--- config.mk ---
export PLATFORM = sky130hd
export DESIGN_NAME = fsba_front_flat
export DESIGN_NICKNAME = d
export VERILOG_FILES = /design/src/hdl/fsba_pkg.sv /design/src/hdl/fsba_if.sv /design/src/hdl/fsba_front.sv /design/src/flat_wrapper.sv
export SDC_FILE = /design/constraint.sdc
export NUM_CORES = 1
export LEC_CHECK = 0
export BUFFER_PORTS_ARGS = -buffer_cell sky130_fd_sc_hd__buf_2
export CORE_MARGIN = 1.5
export CORE_UTILIZATION = 50
export CTS_CLUSTER_SIZE = 28
export DETAILED_ROUTE_END_ITERATION = 10
export HOLD_SLACK_MARGIN = 0.03
export PLACE_DENSITY_LB_ADDON = 0.3
export SLEW_MARGIN = 20
export SYNTH_ARGS = -nofsm -noshare
export SYNTH_HDL_FRONTEND = slang
export SYNTH_SLANG_ARGS = --single-unit
--- constraint.sdc ---
create_clock -name i_clk -period 4.05 [get_ports i_clk]
set_input_delay 0.81 -clock i_clk [delete_from_list [all_inputs] [get_ports i_clk]]
set_output_delay 0.81 -clock i_clk [all_outputs]
set_load 0.02 [all_outputs]
--- src/hdl/fsba_pkg.sv ---
// Package of the free-space bitmap allocator: field widths, command codes,
// the decoded operation type and the status structs shared by the modules.
// Depends on nothing.
package fsba_pkg;

    localparam int POS_W   = 12;
    localparam int LEN_W   = 13;
    localparam int LAST_W  = 14;
    localparam int CHUNK_W = 8;

    localparam logic [1:0] CMD_MARK = 2'd0;
    localparam logic [1:0] CMD_FIND = 2'd1;
    localparam logic [1:0] CMD_TEST = 2'd2;

    typedef enum logic [1:0] {
        K_NOP,
        K_MARK,
        K_FIND,
        K_TEST
    } t_kind;

    // skip: a mark that touches nothing, or a test beyond the map.
    typedef struct packed {
        t_kind              kind;
        logic [POS_W-1:0]   pos;
        logic [LEN_W-1:0]   len;
        logic               used;
        logic               skip;
        logic [LAST_W-1:0]  last;
    } t_op;

    typedef struct packed {
        logic [POS_W-1:0] found_pos;
        logic             found;
        logic             position_free;
    } t_result;

    typedef struct packed {
        logic [POS_W-1:0] search_start;
        logic [LEN_W-1:0] disk_size;
    } t_cfg;

    typedef struct packed {
        logic clearing;
    } t_back_stat;

endpackage

--- src/hdl/fsba_if.sv ---
// Valid/ready channels of the allocator: command words in, result words out.
// Depends on fsba_pkg.
interface fsba_in_if import fsba_pkg::*; ();
    logic               valid;
    logic               ready;
    logic [1:0]         cmd;
    logic [POS_W-1:0]   start_pos;
    logic [LEN_W-1:0]   run_length;
    logic               mark_used;

    modport source (output valid, cmd, start_pos, run_length, mark_used, input ready);
    modport sink (input valid, cmd, start_pos, run_length, mark_used, output ready);
endinterface


--- src/hdl/fsba_front.sv ---
// Front end: accepts command words, decodes them into operations and holds
// them in a two-entry queue for the back end. Depends on fsba_pkg, fsba_if.
module fsba_front import fsba_pkg::*; #(
    parameter int POSITIONS = 4096
) (
    input  logic       i_clk,
    input  logic       i_rst_n,
    fsba_in_if.sink    i_in,
    input  t_back_stat i_stat,
    input  logic       i_pop,
    output logic       o_op_valid,
    output t_op        o_op
);

    localparam int AW = $clog2(POSITIONS);
    localparam int PW = (AW + 1 > 14) ? AW + 1 : 14;
    localparam logic [1:0] Q_FULL = 2'd2;

    t_op         r_q [2];
    logic        r_wp;
    logic        r_rp;
    logic [1:0]  r_count;
    t_op         dec;
    logic [PW-1:0] sum;
    logic [PW-1:0] stop;
    logic        push;

    // Decode the incoming word and work out the last position a mark touches.
    always_comb begin
        dec.pos  = i_in.start_pos;
        dec.len  = i_in.run_length;
        dec.used = i_in.mark_used;
        sum  = PW'(i_in.start_pos) + PW'(i_in.run_length);
        stop = (sum > PW'(POSITIONS)) ? PW'(POSITIONS) : sum;
        dec.last = LAST_W'(stop - PW'(1));
        case (i_in.cmd)
            CMD_MARK: begin
                dec.kind = K_MARK;
                dec.skip = (i_in.run_length == '0) ||
                           (PW'(i_in.start_pos) >= PW'(POSITIONS));
            end
            CMD_FIND: begin
                dec.kind = K_FIND;
                dec.skip = 1'b0;
            end
            CMD_TEST: begin
                dec.kind = K_TEST;
                dec.skip = PW'(i_in.start_pos) >= PW'(POSITIONS);
            end
            default: begin
                dec.kind = K_NOP;
                dec.skip = 1'b0;
            end
        endcase
    end

    assign i_in.ready = (r_count != Q_FULL) && !i_stat.clearing;
    assign push       = i_in.valid && i_in.ready;
    assign o_op_valid = r_count != 2'd0;
    assign o_op       = r_q[r_rp];

    always_ff @(posedge i_clk) begin
        if (push) begin
            r_q[r_wp] <= dec;
        end
        if (!i_rst_n) begin
            r_wp    <= 1'b0;
            r_rp    <= 1'b0;
            r_count <= 2'd0;
        end else begin
            if (push) begin
                r_wp <= ~r_wp;
            end
            if (i_pop) begin
                r_rp <= ~r_rp;
            end
            r_count <= r_count + {1'b0, push} - {1'b0, i_pop};
        end
    end

endmodule

--- src/flat_wrapper.sv ---
// flat-port wrapper written by rule: the top's interface ports become plain ports
module fsba_front_flat import fsba_pkg::*;
#(
    parameter int POSITIONS = 4096
)
  (i_clk, i_rst_n, i_stat, i_pop, o_op_valid, o_op, i_in_valid, i_in_cmd, i_in_start_pos, i_in_run_length, i_in_mark_used, i_in_ready);
  fsba_in_if i_in_i ();
  input  logic i_clk;
  input  logic i_rst_n;
  input  t_back_stat i_stat;
  input  logic i_pop;
  output logic o_op_valid;
  output t_op o_op;
  input wire logic [$bits(i_in_i.valid)-1:0] i_in_valid;
  input wire logic [$bits(i_in_i.cmd)-1:0] i_in_cmd;
  input wire logic [$bits(i_in_i.start_pos)-1:0] i_in_start_pos;
  input wire logic [$bits(i_in_i.run_length)-1:0] i_in_run_length;
  input wire logic [$bits(i_in_i.mark_used)-1:0] i_in_mark_used;
  output wire logic [$bits(i_in_i.ready)-1:0] i_in_ready;
  assign i_in_i.valid = i_in_valid;
  assign i_in_i.cmd = i_in_cmd;
  assign i_in_i.start_pos = i_in_start_pos;
  assign i_in_i.run_length = i_in_run_length;
  assign i_in_i.mark_used = i_in_mark_used;
  assign i_in_ready = i_in_i.ready;
  fsba_front #(.POSITIONS(POSITIONS)) u_core (.i_clk(i_clk), .i_rst_n(i_rst_n), .i_in(i_in_i), .i_stat(i_stat), .i_pop(i_pop), .o_op_valid(o_op_valid), .o_op(o_op));
endmodule
==> flow_summary.json, run 1 <==
{
  "cts_max_level": 3,
  "cts-resized-gates": 0,
  "hp-class": "register to register",
  "p_per_area_nw_per_um2": 417,
  "cts_sinks": 91,
  "grt_max_degree": 44,
  "total_leakage_power_nw": 2.07,
  "clockBufferDepth": 2,
  "gp_congestion": 0.940,
  "crit_type": "input pin to register",
  "synth_area_per_cell_um2": 13.6,
  "core_um2": 8720,
  "power_switching_uw": 683,
  "clk_latency_ps": 360,
  "final_layout_size_suffix_gt1_share_pct": 42.2,
  "synthArstFlopShare_pct": 0,
  "synth_nets": 381,
  "design.die.area_um2": 9560,
  "hold_viol_final": 0,
  "grt_pass1_vias": 3016,
  "start_kind": "input pin",
  "design_area_um2": 5450,
  "place_area_um2": 5260,
  "synthCells": 329,
  "antenna_cells": 0,
  "vdd_drop_max_uv": 238,
  "grt_pass1_wl_um": 15000,
  "p_int_mw": 1.59,
  "ys_types": 48,
  "power_frac_comb_pct": 26.4,
  "via_per_inst": 5.59,
  "hpwl_um": 6770,
  "yosys.area.top_type_share_pct": 57.5,
  "cts_tree": "done",
  "die_h_um": 97.8,
  "drcViolationCount": 0,
  "drt_iter0_drc": 176,
  "status": "completed",
  "finalSetupViolations": 0,
  "drt_wl_total_um": 9440,
  "numCtsBuffers": 9,
  "ant_nets": 0,
  "vias": 3069,
  "clockPowerShare_pct": 23.9,
  "synth_ff_type": "edfxtp_1",
  "placedCellCount": 532,
  "holdWs_ps": 600,
  "wl_per_cell_um": 17.2,
  "tightest_slew_ps": 1060,
  "ys_seq_area_share_pct": 59.8,
  "drt_pre_antenna_iters": 4,
  "num_rows": 34,
  "rsz0062_at_grt": "false",
  "clock_tree.root_cell": "clkbuf_8",
  "ctsHoldBuffers": 0,
  "cp_max_fo": 5,
  "die_w_um": 97.8,
  "p_sw_share_pct": 30.0,
  "grt_overflow_total": 0,
  "crit_arrival_ps": 3890,
  "areaGrowthSynthToFinish_pct": 21.4,
  "io_pins": 78,
  "synth_top_area_cell": "edfxtp_1",
  "synth-edff-count": 86,
  "clk_pin_slew_ps": 80,
  "fin_crit_ps": 3700,
  "finalNonFillerCells": 549,
  "port_buffers": 77,
  "end_kind": "register",
  "post-route-period-util_pct": 91.3,
  "grtUsageTotal_pct": 20.0,
  "final.setup.tns_ps": 0,
  "post_cts_buffers": 0,
  "yosysWarnings": 0,
  "synth-seq-cells": 91,
  "pwr-share-seq_pct": 49.7,
  "nNetsFinal": 488,
  "syn_area_um2": 4490,
  "start_util_pct": 51.5,
  "ys_top_cells_by_area": "edfxtp_1 58%, mux2_2 11%, ha_1 5.0%",
  "fin_skew_ps": 10.1,
  "final_max_slew_viol_count": 0,
  "required_ps": 4240,
  "maxCapViolations": 0,
  "relSlewSlack_pct": 29.4,
  "fmax_mhz": 270,
  "antenna_found_initial": 0
}
power groups by stage:
stage	clock network [mW]	logic (mW)	registers (mW)
2_1_floorplan	0	0.396	1.14
3_3_place_gp	0	0.576	1.16
3_5_place_dp	0	0.584	1.16
4_1_cts	0.556	0.589	1.14
5_1_grt	0.594	0.650	1.14
6_report	0.544	0.599	1.13
state kept, by name, indices dropped and copies added, names as in the netlist, named ones only:
name and flops:
u_core.r_q 86, u_core.r_count 2, u_core.r_rp 1, u_core.r_wp 1
cell families (layout without fill, tap and decap cells):
logic type	Yosys count	in the layout	synth area share [%]
AOI/OAI and AO/OA	60	60	9.81
xor gates and xnor gates	13	13	2.54
adders and majority gates	19	19	5.46
buffers and inverters	22	134	1.87
DFF	91	91	59.8
muxes	47	47	11.7
and+or+nand+nor	77	77	8.83
layout make-up:
class                           instances  area [µm²]
Clock buffer                           10         128
Multi-Input combinational cell        216        1790
Inverter                               13        51.3
Fill cell                             686        3270
Sequential cell                        91        2680
Timing Repair Buffer                  105         621
Tap cell                              108         135
Clock inverter                          6        41.3
cells in the final DEF (no fill, tap or decap), types with 9 or more instances in the layout:
cell type,synthesis,layout
clkbuf_8,0,9
ha_1,18,16
a21oi_1,15,15
buf_2,1,77
nor2_1,16,15
inv_1,13,11
nand3_1,9,9
buf_4,0,26
nand2_1,20,19
edfxtp_1,86,86
mux2_2,45,45
worst max-delay path, stage by stage:
cell      delay (ps)
buf_2            130
ha_4             150
inv_2             40
fa_2             360
nand2b_4         160
a211oi_4         300
o21ai_2          110
xnor2_2          150
or3_1            410
o41ai_4          390
nand2b_1         150
ha_4             200
inv_4             60
nor2_1            40
mux2_2           250
a21boi_1         170
path summary, 6_finish.rpt:
kind | startpoint | end | slack (ps) | depth (start not counted)
worst max-delay path | i_in_run_length[0] | u_core.r_q[0][6] | 350 | 16
worst min-delay path | u_core.r_rp | register | 600 | 2
worst max register to register | u_core.r_count[0] | u_core.r_q[1][20] | 2110 | 3
worst min register to register | u_core.r_rp | register | 600 | 2
layer usage:
layer | up-vias | global-route usage (%) | routed length, µm
met1 | 1486 | 27.0 | 4310
met4 | 0 | 8.24 | 167
met2 | 96 | 32.1 | 4520
li1 | 1475 | - | -
met5 | - | 0 | 0
met3 | 12 | 4.01 | 436
metrics by stage:
stage                     util, %  setup slack, ps  power [mW]
after floorplan                 -             57.7        1.54
after global placement       60.3             92.3        1.73
after detailed placement     60.3            -21.8        1.75
after CTS                    62.3              351        2.29
after global routing         62.5              119        2.38
final                        62.5              353        2.27
synth_stat cells (all sizes together) (3+ instances only):
library cell / count
dfxtp: 5
clkbuf: 8
o21a: 4
and2: 6
nand2: 20
xnor2: 9
or3: 3
xor2: 4
nor4: 4
nor3: 3
nor2: 16
edfxtp: 86
or2: 4
inv: 13
a21oi: 15
mux2: 45
o211ai: 8
a211oi: 5
nand3: 9
ha: 18
o21ai: 9
Note: power is estimated with default switching activity, not from simulation.
==> inputs of run 2 (changes only) <==
--- a/config.mk
+++ b/config.mk
@@ -11,7 +11,7 @@
 export CTS_CLUSTER_SIZE = 28
 export DETAILED_ROUTE_END_ITERATION = 10
 export HOLD_SLACK_MARGIN = 0.03
-export PLACE_DENSITY_LB_ADDON = 0.3
+export PLACE_DENSITY = 0.74
 export SLEW_MARGIN = 20
 export SYNTH_ARGS = -nofsm -noshare
 export SYNTH_HDL_FRONTEND = slang
==> run 2 against run 1 <==
Clock-buffer cell count did not move; critical endpoint unchanged; non-clock buffer count fell by 3; routed wire length barely moved.
==> flow_summary.json, run 2 (same netlist as run 1, synthesis figures left out) <==
{
  "die_h_um": 97.8,
  "post_cts_buffers": 0,
  "cp_slowest_stage_delay_ps": 410,
  "maxCapViolations": 0,
  "drt_pre_antenna_iters": 4,
  "min_path_cells": 2,
  "port_buffers": 77,
  "cts_max_level": 3,
  "crit_arrival_ps": 3910,
  "hold_viol_final": 0,
  "worst_r2r_path_depth": 3,
  "setup_slack_ps": 338,
  "drt_iter0_drc": 157,
  "drt_wl_total_um": 9440,
  "total_leakage_power_nw": 2.07,
  "layout_commonest_cell": "edfxtp_1",
  "drcViolationCount": 0,
  "relSlewSlack_pct": 30.6,
  "cts_sinks": 91,
  "finalSetupViolations": 0,
  "final_max_slew_viol_count": 0,
  "fin_skew_ps": 12.1,
  "fin_crit_ps": 3710,
  "clk_latency_ps": 360,
  "p_int_mw": 1.65,
  "hp-class": "register to register",
  "power_switching_uw": 683,
  "ctsHoldBuffers": 0,
  "ant_nets": 0,
  "cts-resized-gates": 0,
  "cts_tree": "done",
  "fill_cells": 685,
  "end_kind": "register",
  "clock_tree.root_cell": "clkbuf_8",
  "num_rows": 34,
  "hpwl_um": 6820,
  "required_ps": 4250,
  "antenna_cells": 0,
  "power_frac_comb_pct": 25.1,
  "io_pins": 78,
  "clockBufferDepth": 2,
  "die_w_um": 97.8,
  "grt_pass1_vias": 3100,
  "p_per_area_nw_per_um2": 428,
  "numCtsBuffers": 9,
  "antenna_found_initial": 0,
  "grt_max_degree": 44,
  "final_core_util_pct": 62.4,
  "vias": 3043,
  "pwr-share-seq_pct": 48.9,
  "rsz0062_at_grt": "false",
  "post-place-ws_ps": -4.61,
  "crit_type": "input pin to register",
  "clockPowerShare_pct": 26.0,
  "wl_per_cell_um": 17.3,
  "status": "completed",
  "tightest_slew_ps": 1040,
  "start_kind": "input pin",
  "crit_top_cell": "ha_4",
  "start_util_pct": 51.5,
  "grtUsageTotal_pct": 20.9,
  "via_per_inst": 5.57,
  "nNetsFinal": 485,
  "worstPathCellList": "buf_2, ha_4, inv_2, fa_2, nand2b_4, a211oi_4, o21ai_2, xnor2_2, or3_1, o41ai_4, nand2b_1, ha_4, inv_4, nor2_1, mux2_2, a21boi_1",
  "cp_max_fo": 6,
  "post-route-period-util_pct": 91.6,
  "design.die.area_um2": 9560,
  "final_cell_mix": "86 x edfxtp_1, 77 x buf_2, 45 x mux2_2",
  "crit_slowest_cell": "or3_1",
  "vdd_drop_max_uv": 206,
  "top_register": "u_core.r_q",
  "p_sw_share_pct": 29.3,
  "largest_reg_flops": 86,
  "clk_pin_slew_ps": 80,
  "final_layout_size_suffix_gt1_share_pct": 42.0,
  "gp_congestion": 0.935,
  "grt_overflow_total": 0,
  "areaGrowthSynthToFinish_pct": 21.1,
  "grt_pass1_wl_um": 15500,
  "fmax_mhz": 269,
  "biggestRegsByFlops": "u_core.r_q (86), u_core.r_count (2)",
  "core_um2": 8720
}
-- run 2: cell types whose count changed in the layout (fill, tap and decap cells not counted), sizes merged --
cell and change:
buf -3, bufinv +1, clkinvlp -1
-- run 2: path summary, 6_finish.rpt --
check,startpoint,endpoint,slack (ps)
worst max-delay path,i_in_run_length[0],u_core.r_q[0][6],340
worst min-delay path,u_core.r_rp,register,590
worst max register to register,u_core.r_count[0],u_core.r_q[1][29],2160
worst min register to register,u_core.r_rp,register,590
-- run 2: power groups by stage --
stage          sequential, mW  clock [mW]  combinational [mW]
2_1_floorplan            1.14           0               0.396
3_3_place_gp             1.16           0               0.572
3_5_place_dp             1.16           0               0.580
4_1_cts                  1.14       0.619               0.584
5_1_grt                  1.15       0.654               0.634
6_report                 1.14       0.606               0.584
-- run 2: final cells by class --
| class | instances | area (µm²) | area share (%) |
|---|---|---|---|
| clock buffer | 10 | 128 | 2.35 |
| clock inverter | 6 | 65.1 | 1.20 |
| inverter | 13 | 51.3 | 0.943 |
| multi-input combinational | 216 | 1790 | 32.9 |
| sequential | 91 | 2680 | 49.4 |
| tap | 108 | 135 | 2.49 |
| timing repair buffer | 102 | 586 | 10.8 |
-- run 2: worst max-delay path, delay by kind of cell --
kind | cells | cell delay (ps)
adders and majority gates | 3 | 710
muxes | 1 | 250
and+or+nand+nor | 4 | 760
AOI/OAI and AO/OA | 4 | 960
buffers and inverters | 3 | 250
xor gates and xnor gates | 1 | 150
-- run 2: metal layers --
metal  track usage (%)  wire length [µm]  up-vias
met2              32.4              4360       94
met1              28.8              4440     1467
li1                  -                 -     1460
met3              4.80               419       22
met4              8.24               225        0
met5                 0                 0        -
-- run 2: through the flow --
| stage | std cells | setup TNS [ps] | power (mW) | hold WS, ps | cell area (µm²) |
|---|---|---|---|---|---|
| floorplan | 329 | 0 | 1.54 | 542 | 4560 |
| global placement | 530 | 0 | 1.73 | 559 | 5250 |
| detailed placement | 530 | -9.23 | 1.74 | 575 | 5250 |
| CTS | 546 | 0 | 2.34 | 588 | 5440 |
| global route | 546 | 0 | 2.44 | 628 | 5440 |
| finish | 546 | 0 | 2.33 | 589 | 5440 |
